===== src/rtl/core/pdnc_pkg.sv =====
// Shared types, constants and the divide step for the perspective divide unit.
// No dependencies; used by every module under rtl/core.
package pdnc_pkg;

	localparam int unsigned DataW   = 32;
	localparam int unsigned NumBits = DataW;
	localparam int unsigned AddrW   = 4;

	localparam logic [DataW-1:0] XSentinel = 32'hFFFF_EC78;  // -5000
	localparam logic [DataW-1:0] XNudge    = 32'hFFFF_EC77;  // -5001
	localparam logic [DataW-1:0] SatMax    = 32'h7FFF_FFFF;

	typedef enum logic [1:0] {
		REG_DEPTH_OFFSET = 2'd0,
		REG_NEAR_LIMIT   = 2'd1,
		REG_CLIP_ENABLE  = 2'd2,
		REG_NONE         = 2'd3
	} reg_idx_t;

	// side info riding along with each vertex through the divider
	typedef struct packed {
		logic             clip;
		logic             dz;
		logic             clip_en;
		logic             neg_x;
		logic             neg_y;
		logic             last;
		logic [DataW-1:0] depth;
	} meta_t;

	typedef struct packed {
		logic [DataW-1:0] dsr;
		logic [DataW-1:0] rem_x;
		logic [DataW-1:0] dvd_x;
		logic [DataW-1:0] rem_y;
		logic [DataW-1:0] dvd_y;
		meta_t            meta;
	} beat_t;

	typedef struct packed {
		logic [DataW-1:0] rem;
		logic [DataW-1:0] dvd;
	} step_t;

	// one restoring step: quotient bit shifts in at the bottom of dvd
	function automatic step_t div_step(input logic [DataW-1:0] rem,
					   input logic [DataW-1:0] dvd,
					   input logic [DataW-1:0] dsr);
		logic [DataW:0] part;
		logic [DataW:0] trial;
		step_t          res;
		part  = {rem, dvd[DataW-1]};
		trial = part - {1'b0, dsr};
		if (!trial[DataW]) begin
			res.rem = trial[DataW-1:0];
			res.dvd = {dvd[DataW-2:0], 1'b1};
		end else begin
			res.rem = part[DataW-1:0];
			res.dvd = {dvd[DataW-2:0], 1'b0};
		end
		return res;
	endfunction

endpackage


===== src/rtl/core/pdnc_cell.sv =====
// One divider cell: a quotient bit for x and for y, then a register.
// Depends on pdnc_pkg; instantiated once per quotient bit.
module pdnc_cell import pdnc_pkg::*; (
	input  logic  clk,
	input  logic  arst_n,
	input  logic  up_valid,
	output logic  up_move,
	input  beat_t up_beat,
	output logic  dn_valid,
	input  logic  dn_move,
	output beat_t dn_beat
);
	logic  valid_q;
	beat_t beat_q;
	step_t sx;
	step_t sy;

	// a cell takes a new beat when empty or when its content moves on
	assign up_move  = !valid_q || dn_move;
	assign dn_valid = valid_q;
	assign dn_beat  = beat_q;

	always_comb begin
		sx = div_step(up_beat.rem_x, up_beat.dvd_x, up_beat.dsr);
		sy = div_step(up_beat.rem_y, up_beat.dvd_y, up_beat.dsr);
	end

	always_ff @(posedge clk or negedge arst_n) begin
		if (!arst_n) begin
			valid_q <= 1'b0;
		end else if (up_move) begin
			valid_q <= up_valid;
		end
	end

	always_ff @(posedge clk) begin
		if (up_move && up_valid) begin
			beat_q.dsr   <= up_beat.dsr;
			beat_q.rem_x <= sx.rem;
			beat_q.dvd_x <= sx.dvd;
			beat_q.rem_y <= sy.rem;
			beat_q.dvd_y <= sy.dvd;
			beat_q.meta  <= up_beat.meta;
		end
	end
endmodule


===== config.mk =====
export PLATFORM = sky130hd
export DESIGN_NAME = pdnc_cell
export DESIGN_NICKNAME = d
export VERILOG_FILES = /design/src/rtl/core/pdnc_pkg.sv /design/src/rtl/core/pdnc_cell.sv
export SDC_FILE = /design/constraint.sdc
export NUM_CORES = 1
export LEC_CHECK = 0
export BUFFER_PORTS_ARGS = -buffer_cell sky130_fd_sc_hd__clkbuf_2
export CORE_MARGIN = 8
export CORE_UTILIZATION = 30
export DETAILED_ROUTE_END_ITERATION = 12
export PLACE_DENSITY = 0.54
export SYNTH_ARGS = -nofsm -noshare
export SYNTH_HDL_FRONTEND = slang
export SYNTH_SLANG_ARGS = --single-unit

===== constraint.sdc =====
create_clock -name clk -period 5.6 [get_ports clk]
set_clock_uncertainty 0.05 [all_clocks]
set_input_delay 0.56 -clock clk [delete_from_list [all_inputs] [get_ports clk]]
set_output_delay 0.56 -clock clk [all_outputs]
set_load 0.01 [all_outputs]

## Word level (Yosys, flattened, before mapping)

Index checks and enable logic that the tools add are counted.

| word-level totals | value |
|---|---|
| bits in registers | 199 |
| latch bits | 0 |
| RAM bits | 0 |
| bits in read-only memories | 0 |
| input port bits | 202 |
| output and inout port bits | 200 |
| memories kept | 0 |

| operators by class | value |
|---|---|
| add/subtract/negate cells | 2 |
| multiply operators | 0 |
| divide/modulo/power cells | 0 |
| order comparisons | 0 |
| equal/unequal tests | 0 |
| shift-type cells | 0 |
| multiplexer cells | 2 |
| bitwise logic cells | 0 |
| reductions and logical operators | 3 |

Operator list:

| cell | number |
|---|---|
| $mux W64 | 2 |
| $sub A33 B32 Y33 | 2 |
| $logic_and A1 B1 Y1 | 1 |
| $logic_not A1 Y1 | 1 |
| $logic_or A1 B1 Y1 | 1 |

## Depth between registers and ports, before layout

| depth | value |
|---|---|
| word-level depth | 3 |
| depth in mapped cells | 13 |

## Least setup slack after synthesis

Ideal clock, no wire load.

| path | value |
|---|---|
| kind | input port to flip-flop |
| start | input port dn_move |
| end | register beat_q (netlist bit dn_beat[0]), enable pin |
| setup time | 0.583 ns |
| arrival time | 5.295 ns |
| required time | 4.967 ns |
| path slack | -0.328 ns |
| stages | 2 |
| buffers on the path | 0 |
| path through | nand2b_1 and2_1 |

| on the way | value |
|---|---|
| cells in the longest elaborated chain, start to end | 2 |

Ends and longest elaborated chain:

| item | line | RTL |
|---|---|---|
| start, declared | pdnc_cell.sv:10 | `input logic dn_move,` |
| $logic_or A1 B1 Y1 | pdnc_cell.sv:19 | `assign up_move = !valid_q \|\| dn_move;` |
| $logic_and A1 B1 Y1 | pdnc_cell.sv:37 | `if (up_move && up_valid) begin` |
| end, declared | pdnc_cell.sv:14 | `beat_t beat_q;` |

No other way between the ends.
A chain may end at the register's enable or synchronous reset.

==> reports/metrics.yaml <==
drc: 0
p_per_area_nw_per_um2: 296.8
dp_cells: 1627
yosys-mux-area-fraction_pct: 5.279
synth_seq_area_share_pct: 58.32
finalNonFillerCells: 1662
tightest_slew_ns: 0.9336
critPathRequiredTime_ns: 5.75
path_cells: "clkbuf_2 > inv_1 > ha_1 > and4_1 > a32o_1 > o31ai_1 > a21oi_1 > o221ai_2 > xor2_4 > inv_2 > mux2_4"
avgViaCountPerCell: 4.676
grt_antenna_before_repair: 5
clk_path_buf_depth: 2
cts_root_buf: "clkbuf_16"
fin_nets: 1467
setup_viol: 0
h-tree-depth: 4
slowest_delay_ns: 0.67
fmax_ghz: 0.2649
postSynthCellCount: 794
synth_compound_area_share_pct: 12.79
cts_sinks: 199
synth.area.top_cells: "edfxtp_1 58%, ha_1 7.8%, mux2_4 4.5%"
yosysMostFrequentCell: "edfxtp_1"
synth-async-reset-ratio_pct: 0.5025
worstSetupStartpoint: "up_beat[178]"
io_buffer_count: 401
cp-endpoint: "dn_beat[98]"
wl_per_cell_um: 20.66
grt_pass1_wl_mm: 50.76
synth_nets: 1062
num_vias: 7771
max_slew_margin_pct: 37.76
grt_max_degree: 99
drtIter0Drc: 392
crit_arrival_ns: 3.92
start_kind: "primary input"
r2r_slack_ns: 3.30
synth_common_cells: "198 x edfxtp_1, 67 x nand2_1, 64 x ha_1"
peakVddDrop_v: 0.0002105
crit_slowest_cell: "xor2_4"
wirelength_mm: 34.33
synth_top_area_share_pct: 58.07
drive_above_1_share_pct: 40.13
synth.largest_area_cell: "edfxtp_1"
ant_nets: 0
rsz0062_at_grt: "false"
track_usage_pct: 16.64
clk_latency_ns: 0.44
yosys.area_share.simple_pct: 7.894
fp.dieArea_sq_um: 40300
rows: 67
ctsHoldBuffers: 1
cts_tree: "yes"
syn-cell-area_sq_um: 10240
post-cts-setup-buffers: 0
reg2reg_from: "dn_valid"
yosys_warnings: 0
syn_to_final_growth_pct: 30.50
die_h_um: 200.7
synth_xor_area_share_pct: 4.680
period_needed_ns: 3.775
leakage_nw: 6.005
p_total_mw: 3.966
drv_slew: 0
core_area_sq_um: 33620
crit_type: "in -> reg"
synth_top_family_by_area: "compound AO/OA/AOI/OAI gates"
die_w_um: 200.7
drt-pass1-iter-count: 5
clkTransAtPathRegs_ns: 0.07
synthAdderAreaFrac_pct: 8.212
cts_inserted_buffers: 17
grt_pass1_vias: 8055
synth-edff-count: 198
finalHoldViolCount: 0
cp_max_fo: 30
cts-resized-gates: 0
grt_overflow_total: 0
r2r_end: "dn_beat[162]"
ios: 402
reg2reg_depth: 3
hpwl_mm: 28.81
hold_class: "in -> reg"
status: "completed"
ys_seq_elements: 199
ys.flop_type: "edfxtp_1"
maxCapViolations: 0
gp_congestion: 0.8617
period_share_pct: 67.40
synth_area_per_cell_sq_um: 12.89
cp-end-kind: "register"
fin_util_pct: 39.75
start_util_pct: 30.46
ys_types: 59
tns_ns: 0
sequential cells by signal, summed over array words and instances, names as in the netlist:
name	count
dn_beat	198
dn_valid	1
per-stage QoR:
stage / hold WS [ns] / cell area (sq um) / setup WS, ns
global route: 0.2112 / 13360 / 1.570
detailed placement: 0.2865 / 12770 / 1.312
CTS: 0.2052 / 13350 / 1.794
global placement: 0.2875 / 12770 / 1.347
finish: 0.2416 / 13360 / 1.825
floorplan: 0.2144 / 10240 / 1.902
power by group:
part	switching [mW]	total, mW	leakage [nW]	internal (mW)
Combinational	0.521	0.918	3.84	0.397
Sequential	0.0336	1.83	1.90	1.80
Clock	0.594	1.22	0.270	0.625
worst min path at each step:
stage                        endpoint  cells past startpoint   startpoint
after floorplan              dn_valid                      0       arst_n
after global placement       dn_valid                      1       arst_n
after detailed placement     dn_valid                      1       arst_n
after CTS                 dn_beat[42]                      1  up_beat[41]
after global routing      dn_beat[10]                      1  up_beat[10]
final                     dn_beat[50]                      1  up_beat[49]
metal layers:
metal	vias to the layer above	global-route usage [%]	wire, um	share of wire [%]
li1	3810	-	-	-
met1	3665	19.21	13880	40
met2	261	28.92	17540	51
met3	31	4.744	2222	6.5
met4	4	6.307	661	1.9
met5	-	0	21	0.061
logic make-up after synthesis:
group / count (synthesis)
AOI/OAI and AO/OA: 201
DFF: 199
and+or+nand+nor: 168
buffers and inverters: 69
adders and majority gates: 66
xor gates and xnor gates: 53
muxes: 38
critical path: cells and delay by family:
family          cells  cell delay, ns
compound gates      4            1.28
xor+xnor            1            0.67
buf+inv             3            0.49
fa+ha+maj           1            0.35
mux                 1            0.35
simple gates        1            0.22
cells in the final DEF (no fill, tap or decap), drive strengths merged, types with 30 or more instances in the layout:
master,count
xor2,30
mux2,35
o21ai,55
inv,53
nand2,67
ha,64
a21oi,53
edfxtp,198
clkbuf,418
nor2,30
final cells by class:
class,instances,area (sq um)
Antenna cell,3,7.507
Clock buffer,17,425.4
Clock inverter,14,150.1
Fill cell,3303,20250
Inverter,49,183.9
Multi-Input combinational cell,526,4004
Sequential cell,199,5971
Tap cell,448,560.5
Timing Repair Buffer,406,2059
No activity file was read; power rests on OpenSTA's default activity.
