File: src/rtl/core/pdnc_pkg.sv
// Shared types, constants and the divide step for the perspective divide unit.
// No dependencies; used by every module under rtl/core.
package pdnc_pkg;

	localparam int unsigned DataW   = 32;
	localparam int unsigned NumBits = DataW;
	localparam int unsigned AddrW   = 4;

	localparam logic [DataW-1:0] XSentinel = 32'hFFFF_EC78;  // -5000
	localparam logic [DataW-1:0] XNudge    = 32'hFFFF_EC77;  // -5001
	localparam logic [DataW-1:0] SatMax    = 32'h7FFF_FFFF;

	typedef enum logic [1:0] {
		REG_DEPTH_OFFSET = 2'd0,
		REG_NEAR_LIMIT   = 2'd1,
		REG_CLIP_ENABLE  = 2'd2,
		REG_NONE         = 2'd3
	} reg_idx_t;

	// side info riding along with each vertex through the divider
	typedef struct packed {
		logic             clip;
		logic             dz;
		logic             clip_en;
		logic             neg_x;
		logic             neg_y;
		logic             last;
		logic [DataW-1:0] depth;
	} meta_t;

	typedef struct packed {
		logic [DataW-1:0] dsr;
		logic [DataW-1:0] rem_x;
		logic [DataW-1:0] dvd_x;
		logic [DataW-1:0] rem_y;
		logic [DataW-1:0] dvd_y;
		meta_t            meta;
	} beat_t;

	typedef struct packed {
		logic [DataW-1:0] rem;
		logic [DataW-1:0] dvd;
	} step_t;

	// one restoring step: quotient bit shifts in at the bottom of dvd
	function automatic step_t div_step(input logic [DataW-1:0] rem,
					   input logic [DataW-1:0] dvd,
					   input logic [DataW-1:0] dsr);
		logic [DataW:0] part;
		logic [DataW:0] trial;
		step_t          res;
		part  = {rem, dvd[DataW-1]};
		trial = part - {1'b0, dsr};
		if (!trial[DataW]) begin
			res.rem = trial[DataW-1:0];
			res.dvd = {dvd[DataW-2:0], 1'b1};
		end else begin
			res.rem = part[DataW-1:0];
			res.dvd = {dvd[DataW-2:0], 1'b0};
		end
		return res;
	endfunction

endpackage

File: src/rtl/core/pdnc_prep.sv
// Front end: near test, depth offset, operand magnitudes and signs.
// Depends on pdnc_pkg.
module pdnc_prep import pdnc_pkg::*; (
	input  logic [DataW-1:0] depth_in,
	input  logic [DataW-1:0] x_in,
	input  logic [DataW-1:0] y_in,
	input  logic             last_in,
	input  logic [DataW-1:0] depth_offset,
	input  logic [DataW-1:0] near_limit,
	input  logic             clip_enable,
	output beat_t            beat
);
	logic             clip;
	logic [DataW-1:0] abs_z;

	assign clip  = clip_enable && ($signed(depth_in) < $signed(near_limit));
	assign abs_z = depth_in[DataW-1] ? (~depth_in + 1'b1) : depth_in;

	always_comb begin
		beat.rem_x = '0;
		beat.rem_y = '0;
		beat.dvd_x = x_in[DataW-1] ? (~x_in + 1'b1) : x_in;
		beat.dvd_y = y_in[DataW-1] ? (~y_in + 1'b1) : y_in;
		// clipped vertex: divide y by one so it comes out unchanged
		beat.dsr   = clip ? {{(DataW-1){1'b0}}, 1'b1} : abs_z;
		beat.meta.clip    = clip;
		beat.meta.dz      = !clip && (depth_in == '0);
		beat.meta.clip_en = clip_enable;
		beat.meta.neg_x   = x_in[DataW-1] ^ depth_in[DataW-1];
		beat.meta.neg_y   = clip ? y_in[DataW-1] : (y_in[DataW-1] ^ depth_in[DataW-1]);
		beat.meta.last    = last_in;
		beat.meta.depth   = depth_in - depth_offset;
	end
endmodule

File: config.mk
export PLATFORM = sky130hd
export DESIGN_NAME = pdnc_prep
export DESIGN_NICKNAME = d
export VERILOG_FILES = /design/src/rtl/core/pdnc_pkg.sv /design/src/rtl/core/pdnc_prep.sv
export SDC_FILE = /design/constraint.sdc
export NUM_CORES = 1
export LEC_CHECK = 0
export BUFFER_PORTS_ARGS = -buffer_cell sky130_fd_sc_hd__buf_4
export CORE_AREA = 2 2 140 142
export DETAILED_ROUTE_END_ITERATION = 7
export DIE_AREA = 0 0 142 144
export PLACE_DENSITY = 0.6
export SETUP_SLACK_MARGIN = 0.3
export SYNTH_ARGS = -nofsm -noshare
export SYNTH_HDL_FRONTEND = slang
export SYNTH_SLANG_ARGS = --single-unit
export TNS_END_PERCENT = 50
File: constraint.sdc
create_clock -name vclk -period 7.6
set_clock_uncertainty 0.05 [all_clocks]
set_input_delay 1.9 -clock vclk [all_inputs]
set_output_delay 1.9 -clock vclk [all_outputs]
set_load 0.02 [all_outputs]
**Word-level counts from Yosys, hierarchy flattened**

Index checks and enable logic that the tools add are counted.

- Flip-flop bits (word level): 0
- Output and inout bits: 198
- Bits of input ports: 162
- Word-level logic and storage cells: 19

- $add $sub $neg: 4
- Bitwise operators: 5
- Reductions and logical operators: 4
- Order comparisons: 1
- Mux-type cells: 5

Operators with widths:

| operator | number |
|---|---|
| $mux W32 | 4 |
| $add A32 B1 Y32 const B | 3 |
| $not A32 Y32 | 3 |
| $logic_not A32 Y1 | 1 |
| $lt A32 B32 Y1 | 1 |
| $sub A32 B32 Y32 | 1 |
| $logic_and A1 B1 Y1 | 2 |
| $xor A1 B1 Y1 | 2 |
| $logic_not A1 Y1 | 1 |
| $mux W1 | 1 |

**Longest topological paths before layout**

- Word-level depth: 4
- Gate-level depth with buffers: 11

**Worst setup path after synthesis**

OpenSTA, ideal clock, no wires.

- Kind: in2out
- Start point: in x_in[12]
- End point: out beat[133] in the netlist's numbering
- Data arrival time: 4,557 ps
- Cell stages on the path: 6
- Data required time: 5,650 ps
- Setup slack: 1,093 ps
- Cells stage by stage: or4_4 -> or4_1 -> or2_1 -> or3_4 -> or4_4 -> nor4_1

RTL lines:

| element | line | source |
|---|---|---|
| from (decl) | pdnc_prep.sv:5 | `input logic [DataW-1:0] x_in,` |
| to (decl) | pdnc_prep.sv:11 | `output beat_t beat` |

==> results.md <==
Yosys:
- The synthesis warning total is 0.
- The cell area that synthesis handed to floorplanning was 5220 sq um.
- The part of the Yosys area used for sequential elements is 0.
- Each instance of the synthesized netlist takes up on average 6.73 sq um.
- The number of standard cells after synthesis is 776.
- Yosys mapped the design onto 60 distinct sky130hd cell types.

Global routing:
- The number of global-route vias before repair is 5892.
- In the global route stage, overall resource usage came out at 0.183.
- The first global-routing pass estimated 30200 microns of wire.
- Entering global routing, the biggest net connects 38 pins.
- Global routing finished with a remaining overflow of 0.
- The number of antenna violations at the first check in global routing was 0.

Finish:
- The repair_antennas step left the layout with diodes totalling 0.
- The count of nets after finishing is 1271.
- The number of sequential cells in the layout is 0.
- The area of combinational cells with multiple inputs is 4560 sq um.
- The fraction of layout cells with a size suffix above 1 is 0.298.
- The flip-flop and latch area is 0 sq um.
- In the finished layout, the clock tree contains a buffer count of 0.
- The signed area change from the synthesized netlist to the final layout is 41.2%.
- The count of filler cells inserted in the layout is 2064.

Floorplan:
- The top-level port count is 360.
- The die is 144 microns tall.
- The site row count is 51.
- The die covers 20400 sq um.
- The placeable core area is 19100 sq um.
- The initial standard-cell utilization of the core is 0.274.
- The die span in x is 142 microns.

Setup path:
- The category of the most critical setup path is input pin to output pin.
- The maximum fanout count along the critical path is 37.
- STA classifies the critical path startpoint as an input pin.
- The worst setup path is captured at an output pin.
- The critical path data required time is 5650 ps.
- STA puts the critical path data arrival time at 4860 ps.

Routing:
- The final layout contains routed wiring with a total length of 20300 microns.
- The routed via count is 6258.
- The number of violations reported at the end of detailed-routing iteration 0 is 269.
- In the routed layout, each cell is associated on average with a via count of 4.89.
- The number of optimization iterations in the first detailed-route pass is 4.
- The detailed-route DRC error count is 0.
- The antenna violation net count after detailed routing is 0.
- Dividing the detail-routed wire length by the instance count gives 15.8 microns.

Timing:
- The final setup TNS is 0 ps.
- The setup slack of the critical path after layout is 795 ps.
- Timing would allow up to 0.147 GHz.
- The final number of hold-violating endpoints came to 0.
- The time the worst path needs with I/O delays and setup is 6810 ps.
- The final setup violation count is 0.
- The post-route fraction of the period consumed by the critical path is 0.895.
- For the pin with the worst max-slew slack, the measured transition is 1070 ps.
- Setup repair after global routing left no endpoint under its margin.
- The worst slew margin relative to its limit is 0.274.
- The max-slew violation count is 0.

Clocking:
- The number of buffers inserted for hold repair after clock tree synthesis is 0.
- Buffers added to address setup during post-CTS repair amount to 0.
- After clock tree synthesis, the repair step resized 0 gates.

Power:
- Summing internal, switching and leakage power gives 0.000713 W.
- IR analysis of the VDD net gives a maximum drop of 46.0 uV.
- The sequential cell fraction of total power is 0.
- Of the total power, the share spent switching nets is 0.579.
- Summed over all cells, the static leakage comes to 3.72 nW.
- The power per standard cell area is 96.7 nW/um^2.
- The part of the power in the clock network is 0.
- The net switching power figure is 0.000413 W.
- The internal power consumption is 0.000300 W.
- The power share of the combinational group is 1.000.

Status:
- The run finished with clean final reports.

Placed design:
- The worst setup slack after placement is 832 ps.
- At the end of routability-driven placement, the weighted congestion stood at 0.855.
- The estimated wirelength of the detail-placed design is 17900 microns.
- During placement, the flow inserted port buffers numbering 294.

Run:
- Max-cap violations in this run came to 0.

Min path:
- The tightest min-delay check is of the input pin to output pin type.
[worst paths after layout]
check	start	to	slack (ps)	depth (start not counted)
setup / recovery	depth_in[31]	beat[33]	790	9
hold / removal	last_in	beat[32]	3750	0
[layout by cell type, fill, tap and decap left out, drive strengths merged, types with 3 or more instances in the layout]
| master | instances |
|---|---|
| buf | 294 |
| inv | 82 |
| xnor2 | 76 |
| ha | 65 |
| conb | 64 |
| nor2 | 60 |
| nand2 | 58 |
| o21ai | 50 |
| xor2 | 41 |
| a21oi | 40 |
| o31ai | 25 |
| nand3 | 18 |
| a21o | 18 |
| or4 | 17 |
| nor3 | 13 |
| or3 | 13 |
| o41ai | 13 |
| nor4 | 12 |
| nand2b | 10 |
| nand4 | 8 |
| or2 | 6 |
| a31oi | 5 |
| o21a | 5 |
| o211ai | 5 |
| nor2b | 4 |
| a211o | 4 |
| a311o | 3 |
[power groups by stage]
stage / sequential [W] / clock [W] / combinational (W)
final: 0 / 0 / 0.000713
after global routing: 0 / 0 / 0.000772
after CTS: 0 / 0 / 0.000719
after detailed placement: 0 / 0 / 0.000717
after global placement: 0 / 0 / 0.000716
after floorplan: 0 / 0 / 0.000431
[cell type report]
cell class / instances / area share
multi-input cells: 665 / 0.618
repair buffers: 294 / 0.299
inverters: 82 / 0.0418
well taps: 238 / 0.0404
[worst max-delay path, cell delays in order]
cell and delay (ps):
buf_4 240, ha_1 400, nand4_1 120, nor4_1 350
nand3_1 120, o21ai_1 340, mux2i_4 950, o2111ai_1 230
buf_4 210
[metrics by stage]
step	cells	instance area, sq um	utilization	hold WS [ps]
finish	1279	7370	0.386	3750
global route	1279	7370	0.386	3750
CTS	1279	7370	0.386	3750
global placement	1279	7370	0.386	3750
detailed placement	1279	7370	0.386	3750
floorplan	839	5460	-	3840
[per-layer routing]
| metal | track usage | vias to the layer above | share of wire |
|---|---|---|---|
| met5 | 0 | - | 0 |
| met4 | 0.0232 | 0 | 0.015 |
| met3 | 0.0298 | 20 | 0.072 |
| met2 | 0.369 | 254 | 0.53 |
| met1 | 0.203 | 2864 | 0.38 |
| li1 | - | 3120 | - |
[Yosys cell counts, types with 3 or more instances]
cell | count | area, sq um
inv_1 | 82 | 308
xnor2_1 | 76 | 666
buf_4 | 69 | 518
ha_1 | 65 | 813
nor2_1 | 60 | 225
nand2_1 | 58 | 218
xor2_1 | 41 | 359
a21oi_1 | 40 | 200
o21ai_0 | 35 | 175
o31ai_1 | 23 | 173
clkbuf_1 | 21 | 78.8
a21o_1 | 18 | 135
nand3_1 | 18 | 90.1
o21ai_1 | 15 | 75.1
or4_1 | 14 | 105
nor3_1 | 13 | 65.1
nor4_1 | 12 | 75.1
nand2b_1 | 10 | 62.6
o41ai_1 | 10 | 87.6
or3_1 | 10 | 62.6
nand4_1 | 8 | 50.1
a31oi_1 | 5 | 31.3
o211ai_1 | 5 | 37.5
o21a_1 | 5 | 37.5
a211o_1 | 4 | 35.0
nor2b_1 | 4 | 25.0
or2_1 | 4 | 25.0
a311o_1 | 3 | 30.0
or3_4 | 3 | 33.8
or4_4 | 3 | 33.8
[logic make-up (layout without fill, tap and decap cells)]
logic type | Yosys count | after routing | share of synthesized area
AO/OA/AOI/OAI | 184 | 184 | 0.238
other | 1 | 64 | 0.000718
multiplexers | 2 | 2 | 0.00383
adder cells (fa/ha/maj) | 66 | 66 | 0.160
AND/OR/NAND/NOR | 232 | 232 | 0.227
XOR/XNOR | 117 | 117 | 0.196
buffers and inverters | 174 | 376 | 0.175
Power figures use the tool's default switching activity.
