### config.mk
export PLATFORM = sky130hd
export DESIGN_NAME = pdnc_out
export DESIGN_NICKNAME = d
export VERILOG_FILES = /design/src/rtl/core/pdnc_pkg.sv /design/src/rtl/core/pdnc_out.sv
export SDC_FILE = /design/constraint.sdc
export NUM_CORES = 1
export LEC_CHECK = 0
export BUFFER_PORTS_ARGS = -buffer_cell sky130_fd_sc_hd__buf_4
export CORE_MARGIN = 2
export CORE_UTILIZATION = 41
export DETAILED_ROUTE_END_ITERATION = 8
export PLACE_DENSITY = 0.77
export SLEW_MARGIN = 10
export SYNTH_ARGS = -nofsm -noshare
export SYNTH_HDL_FRONTEND = slang
export SYNTH_SLANG_ARGS = --single-unit
### constraint.sdc
create_clock -name clk -period 2.9 [get_ports clk]
set_input_delay 0.725 -clock clk [delete_from_list [all_inputs] [get_ports clk]]
set_output_delay 0.725 -clock clk [all_outputs]
set_load 0.01 [all_outputs]
### src/rtl/core/pdnc_pkg.sv
// Shared types, constants and the divide step for the perspective divide unit.
// No dependencies; used by every module under rtl/core.
package pdnc_pkg;

	localparam int unsigned DataW   = 32;
	localparam int unsigned NumBits = DataW;
	localparam int unsigned AddrW   = 4;

	localparam logic [DataW-1:0] XSentinel = 32'hFFFF_EC78;  // -5000
	localparam logic [DataW-1:0] XNudge    = 32'hFFFF_EC77;  // -5001
	localparam logic [DataW-1:0] SatMax    = 32'h7FFF_FFFF;

	typedef enum logic [1:0] {
		REG_DEPTH_OFFSET = 2'd0,
		REG_NEAR_LIMIT   = 2'd1,
		REG_CLIP_ENABLE  = 2'd2,
		REG_NONE         = 2'd3
	} reg_idx_t;

	// side info riding along with each vertex through the divider
	typedef struct packed {
		logic             clip;
		logic             dz;
		logic             clip_en;
		logic             neg_x;
		logic             neg_y;
		logic             last;
		logic [DataW-1:0] depth;
	} meta_t;

	typedef struct packed {
		logic [DataW-1:0] dsr;
		logic [DataW-1:0] rem_x;
		logic [DataW-1:0] dvd_x;
		logic [DataW-1:0] rem_y;
		logic [DataW-1:0] dvd_y;
		meta_t            meta;
	} beat_t;

	typedef struct packed {
		logic [DataW-1:0] rem;
		logic [DataW-1:0] dvd;
	} step_t;

	// one restoring step: quotient bit shifts in at the bottom of dvd
	function automatic step_t div_step(input logic [DataW-1:0] rem,
					   input logic [DataW-1:0] dvd,
					   input logic [DataW-1:0] dsr);
		logic [DataW:0] part;
		logic [DataW:0] trial;
		step_t          res;
		part  = {rem, dvd[DataW-1]};
		trial = part - {1'b0, dsr};
		if (!trial[DataW]) begin
			res.rem = trial[DataW-1:0];
			res.dvd = {dvd[DataW-2:0], 1'b1};
		end else begin
			res.rem = part[DataW-1:0];
			res.dvd = {dvd[DataW-2:0], 1'b0};
		end
		return res;
	endfunction

endpackage

### src/rtl/core/pdnc_out.sv
// Back end: sign restore, overflow saturation, sentinel and nudge, output register.
// Depends on pdnc_pkg.
module pdnc_out import pdnc_pkg::*; (
	input  logic             clk,
	input  logic             arst_n,
	input  logic             up_valid,
	output logic             up_move,
	input  beat_t            up_beat,
	output logic             out_valid,
	input  logic             out_ready,
	output logic [DataW-1:0] out_x,
	output logic [DataW-1:0] out_y,
	output logic [DataW-1:0] out_depth,
	output logic             clipped,
	output logic             div_by_zero,
	output logic             last_out
);
	logic             valid_q;
	logic [DataW-1:0] qx;
	logic [DataW-1:0] qy;
	logic [DataW-1:0] fx;
	logic [DataW-1:0] fy;
	logic [DataW-1:0] x_q;
	logic [DataW-1:0] y_q;
	meta_t            meta_q;

	assign up_move = !valid_q || out_ready;

	always_comb begin
		qx = up_beat.meta.neg_x ? (~up_beat.dvd_x + 1'b1) : up_beat.dvd_x;
		qy = up_beat.meta.neg_y ? (~up_beat.dvd_y + 1'b1) : up_beat.dvd_y;
		// only -2^31 / -1 gives a positive magnitude of 2^31
		if (!up_beat.meta.neg_x && up_beat.dvd_x[DataW-1]) qx = SatMax;
		if (!up_beat.meta.neg_y && up_beat.dvd_y[DataW-1]) qy = SatMax;
		if (up_beat.meta.clip) begin
			fx = XSentinel;
			fy = qy;
		end else if (up_beat.meta.dz) begin
			fx = '0;
			fy = '0;
		end else begin
			fx = (up_beat.meta.clip_en && qx == XSentinel) ? XNudge : qx;
			fy = qy;
		end
	end

	always_ff @(posedge clk or negedge arst_n) begin
		if (!arst_n) begin
			valid_q <= 1'b0;
		end else if (up_move) begin
			valid_q <= up_valid;
		end
	end

	always_ff @(posedge clk) begin
		if (up_move && up_valid) begin
			x_q    <= fx;
			y_q    <= fy;
			meta_q <= up_beat.meta;
		end
	end

	assign out_valid   = valid_q;
	assign out_x       = x_q;
	assign out_y       = y_q;
	assign out_depth   = meta_q.depth;
	assign clipped     = meta_q.clip;
	assign div_by_zero = meta_q.dz;
	assign last_out    = meta_q.last;
endmodule

== Word level (Yosys, flattened, before mapping) ==
Cells that the tools add are included.

* Add/subtract/negate cells: 2
* Multipliers: 0
* Div/mod/pow operators: 0
* Order comparisons: 0
* Eq/ne operators: 1
* Shift-type cells: 0
* Muxes and demuxes: 8
* Bitwise logic cells: 2
* Reductions and logical operators: 10

{| class="wikitable"
|+ Operators by type and width
! cell !! number
|-
| $mux 32 || 8
|-
| $add 32x1->32 const B || 2
|-
| $not 32->32 || 2
|-
| $eq 32x32->1 const B || 1
|-
| $logic_and 1x1->1 || 4
|-
| $logic_not 1->1 || 3
|-
| $reduce_or 3->1 || 1
|-
| $reduce_or 2->1 || 1
|-
| $logic_or 1x1->1 || 1
|}

* Bits in registers: 100
* Latch bits: 0
* Memory bits (writable): 0
* ROM bits: 0
* Bits of input ports: 202
* Output and inout port bits: 101
* Logic and storage cells: 32
* Memories: 0

== Depth between registers and ports, before layout ==
* Depth after elaboration: 8
* Mapped depth: 9
* Mapped depth without buffers: 9

== Worst setup path before layout ==
Ideal clock, no wire load.

* Path kind: input-to-reg
* Start point: in out_ready
* End point: reg meta_q (netlist bit clipped), enable pin
* Library setup time: 469 ps
* Data arrival time: 3233 ps
* Required time: 2431 ps
* Path slack: -802 ps
* Cell stages on the path: 2
* Buffers on the path: 0
* Path through: nand2b_1 and2_1

* Cells in the longest elaborated chain, start to end: 2

{| class="wikitable"
|+ RTL lines
! element !! line !! source
|-
| start, declared || pdnc_out.sv:10 || <nowiki>input logic out_ready,</nowiki>
|-
| $logic_or 1x1->1 || pdnc_out.sv:27 || <nowiki>assign up_move = !valid_q || out_ready;</nowiki>
|-
| $logic_and 1x1->1 || pdnc_out.sv:56 || <nowiki>if (up_move && up_valid) begin</nowiki>
|-
| end signal, assigned || pdnc_out.sv:59 || <nowiki>meta_q <= up_beat.meta;</nowiki>
|-
| end, declared || pdnc_out.sv:25 || <nowiki>meta_t meta_q;</nowiki>
|}

Every way passes these cells.
A chain may end at the register's enable or synchronous reset.

== Worst setup path after layout ==
* Start point: in up_beat[109] in the netlist's numbering
* End point: reg x_q[3], in the netlist out_x[3] (data pin)

* Cells in the longest elaborated chain, start to end: 8

{| class="wikitable"
|+ RTL lines
! element !! line !! source
|-
| start, declared || pdnc_out.sv:8 || <nowiki>input beat_t up_beat,</nowiki>
|-
| $not 32->32 || pdnc_out.sv:30 || <nowiki>qx = up_beat.meta.neg_x ? (~up_beat.dvd_x + 1'b1) : up_beat.dvd_x;</nowiki>
|-
| $add 32x1->32 || pdnc_out.sv:30 ||
|-
| $mux 32 * || pdnc_out.sv:30 ||
|-
| $mux 32 * || pdnc_out.sv:33 || <nowiki>if (!up_beat.meta.neg_x && up_beat.dvd_x[DataW-1]) qx = SatMax;</nowiki>
|-
| $eq 32x32->1 * || pdnc_out.sv:42 || <nowiki>fx = (up_beat.meta.clip_en && qx == XSentinel) ? XNudge : qx;</nowiki>
|-
| $logic_and 1x1->1 * || pdnc_out.sv:42 ||
|-
| $mux 32 * || pdnc_out.sv:42 ||
|-
| $mux 32 * || pdnc_out.sv:38 || <nowiki>end else if (up_beat.meta.dz) begin</nowiki>
|-
| end signal, assigned || pdnc_out.sv:57 || <nowiki>x_q <= fx;</nowiki>
|-
| end, declared || pdnc_out.sv:23 || <nowiki>logic [DataW-1:0] x_q;</nowiki>
|}

Every way passes the cells marked *; elsewhere a longest branch is shown, timed or not.

==> impl_results.md <==
- Status: complete, but fails checks
- Failing checks: negative setup slack
- DRT Pass-1 Iters: 5
- Asr flop ratio synth: 1.00%
- First-pass GRT wire length: 25.6 mm
- Seq/Total Area, Yosys: 53.6%
- Worst Hold Class: input pin to async pin
- Antenna violations before repair: 0
- Post-Synthesis Cells: 525
- Crit-path max cell delay: 460 ps
- Depth of the CTS H-tree: 3
- Cell Chain, Critical Path: buf_4 -> buf_4 -> nor4_4 -> buf_4 -> nand3_1 -> nor3_1 -> xor2_1 -> a2111oi_4 -> nand4_4 -> o22a_1
- Endpoints failing setup: 1
- Crit path time final: 2910 ps
- Maxcap violations: 0
- Clock Path Buffers: 2
- Clock sinks: 100
- Largest net degree at the start of global routing: 69
- Final hold viol count: 0
- CTS tree: done
- Synth Flop Type: edfxtp_1
- Detailed Place HPWL: 12.8 mm
- Synth Register Bits: 100
- DIE HEIGHT: 121 um
- Total power: 3650 uW
- DP Area: 7850 sq um
- Top cells by area, synth: edfxtp_1 53%, nor3_1 5.4%, a211oi_1 3.9%
- Clock latency on the worst-skew pair: 340 ps
- Fin worst setup slack: -7.12 ps
- Critical Path Source Type: input pin
- RSZ-0062 raised after global routing: yes
- DR vias/cell: 5.54
- Vias post-DR: 5390
- Sw Pwr: 927 uW
- Total GRT Usage: 22.3%
- # nets final: 996
- CP endpoint kind: flip-flop
- N_diodes: 0
- Sw frac: 25.4%
- Wirelength per Cell: 17.5 um
- CP most frequent cell: buf_4
- Final hold slack: 143 ps
- Number of synthesized flops with an enable pin: 99
- Fmax: 344 MHz
- Worst EP required: 2990 ps
- Register area: 3000 sq um
- Ys Warns: 0
- # DRC: 0
- Cts hold-fix bufs: 0
- Die area: 14600 sq um
- P per Cell Area: 439 nW/um^2
- Final instance area: 8320 sq um
- Logic gate share of total power: 19.8%
- Site row count: 42
- I/O pins: 303
- Sequential power share: 47.2%
- Syn nets: 729
- Worst Path Arrival: 3000 ps
- GPL Wtd Cong: 0.951
- Synthesized area: 5590 sq um
- CTS Buf Count: 9
- Internal: 2720 uW
- Slew Limit Fails: 0
- Share of layout cells above drive strength 1: 43.5%
- Crit-path max FO: 5
- ANT nets after route: 0
- VDD IR-drop max: 0.000350 V
- Area of the multi-input gates: 2520 sq um
- Drt total wl: 17.0 mm
- Top cells by count, synth: 99 x edfxtp_1, 60 x nor3_1, 39 x nor2_1, 38 x nand2_1, 32 x clkbuf_1
- WS Path Type: input pin to flip-flop
- Max_slew headroom: 60.0%
- Netlist cell types: 59
- Fillers: 1092
- Vias in the first global route: 4932
- Final period util: 100%
- Avg Cell Area, Syn: 10.6 sq um
- Share of the synthesized area in the top cell type: 53.2%
- Chip Width: 121 um
- Clock root buffer: clkbuf_16
- Worst Skew: 14.5 ps
- I/O Buffers: 206
- Core box area: 13300 sq um
- Initial core utilization: 42.0%
- Cell taking the most area after synthesis: edfxtp_1
- CP max-delay cell: a2111oi_4
- Number of DRC markers in iteration 0: 499
- Area growth, synth to finish: 48.8%
- Worst slew pin tran: 599 ps
- Clk pin slew, worst setup/hold paths: 80 ps
- Clock power share: 33.0%
- Gr ovfl total: 0
- Static leakage: 0.00325 uW
- Count leader, synth: edfxtp_1
path summary, 6_finish.rpt:
kind                            cells after the start  slack, ps         start             to
min in group clk                                    1        570   up_beat[18]  out_depth[18]
max in group asynchronous                           1       2680        arst_n      out_valid
worst min register to register                      2        740     out_valid      out_valid
worst min-delay path                                1        140        arst_n      out_valid
worst max-delay path                               10         -7  up_beat[109]       out_x[3]
worst max register to register                      3       1350     out_valid      out_y[31]
layout make-up:
class                      count  share of cell area [%]
sequential                   100                    36.0
multi-input combinational    374                    30.2
timing repair buffer         297                    27.0
clock buffer                   9                    2.71
tap                          176                    2.65
clock inverter                 7                   0.903
inverter                      10                   0.451
power by group through the flow:
stage,sequential (uW),clock (uW),combinational (uW)
6_report,1720,1200,721
5_1_grt,1730,1280,776
4_1_cts,1720,1230,705
3_5_place_dp,1760,0,702
3_3_place_gp,1750,0,682
2_1_floorplan,1800,0,247
critical path: cells and delay by family:
kind,cells,cell delay (ps)
xor+xnor,1,190
simple gates,4,930
buf+inv,3,470
compound gates,2,660
cell usage in the layout (no fill, tap or decap), types with 2 or more instances in the layout:
cell,Yosys,final
o221ai_1,5,4
ha_1,2,2
o21ai_0,23,21
or3b_2,2,2
a21oi_1,13,13
buf_4,0,295
nand4_1,4,4
o22ai_1,10,10
xor2_1,23,23
o22a_1,2,2
or3_1,12,12
o21ai_2,0,2
nor4_1,11,8
o31a_1,3,3
nand3_1,6,5
or4_4,1,3
o31ai_1,7,6
clkinv_4,0,3
nor3b_1,3,2
or4_1,8,6
o21a_1,2,2
a31oi_1,4,4
xnor2_1,22,22
a211oi_1,29,29
edfxtp_1,99,99
nand2b_1,4,4
nor2_1,39,38
inv_1,10,10
or2_2,3,3
nor4_4,2,4
nand2_1,38,38
nor4_2,2,3
nor3_1,60,59
clkinv_2,0,2
clkbuf_16,0,9
o31ai_2,1,2
o211ai_1,9,9
timing repair:
item / 4_1_cts / 5_1_grt
endpoints found under the setup margin: 1 / 4
setup buffers: 0 / 7
pin swaps: 0 / 10
resized for setup: 1 / 20
flip-flops by register name (all words and copies together) (netlist names):
signal / flops
out_depth: 32
out_x: 32
out_y: 32
clipped: 1
div_by_zero: 1
last_out: 1
out_valid: 1
per-layer routing:
metal / track usage (%) / routed length, um / vias to the layer above
met5: 0 / 0 / -
met3: 4.06 / 1130 / 24
met4: 7.41 / 404 / 0
met2: 36.9 / 8390 / 241
li1: - / - / 2552
met1: 29.6 / 7100 / 2573
cell families after synthesis:
| family | count (synthesis) | share of synthesized area (%) |
|---|---|---|
| flip-flops | 100 | 53.6 |
| AND/OR/NAND/NOR | 211 | 20.8 |
| XOR/XNOR | 45 | 7.05 |
| adder cells (fa/ha/maj) | 2 | 0.448 |
| buffers and inverters | 51 | 3.72 |
| multiplexers | 2 | 0.380 |
| AO/OA/AOI/OAI | 114 | 14.0 |
per-stage QoR:
stage               utilization (%)  setup WS (ps)  setup TNS [ps]  cells
finish                         62.6          -7.12           -7.12    973
global route                   62.6           -141            -328    973
CTS                            61.4           3.04               0    966
detailed placement             59.1           -358           -1520    950
global placement               59.1           -326           -1570    950
floorplan                         -           -118            -148    525
(Power assumes the default switching activity.)
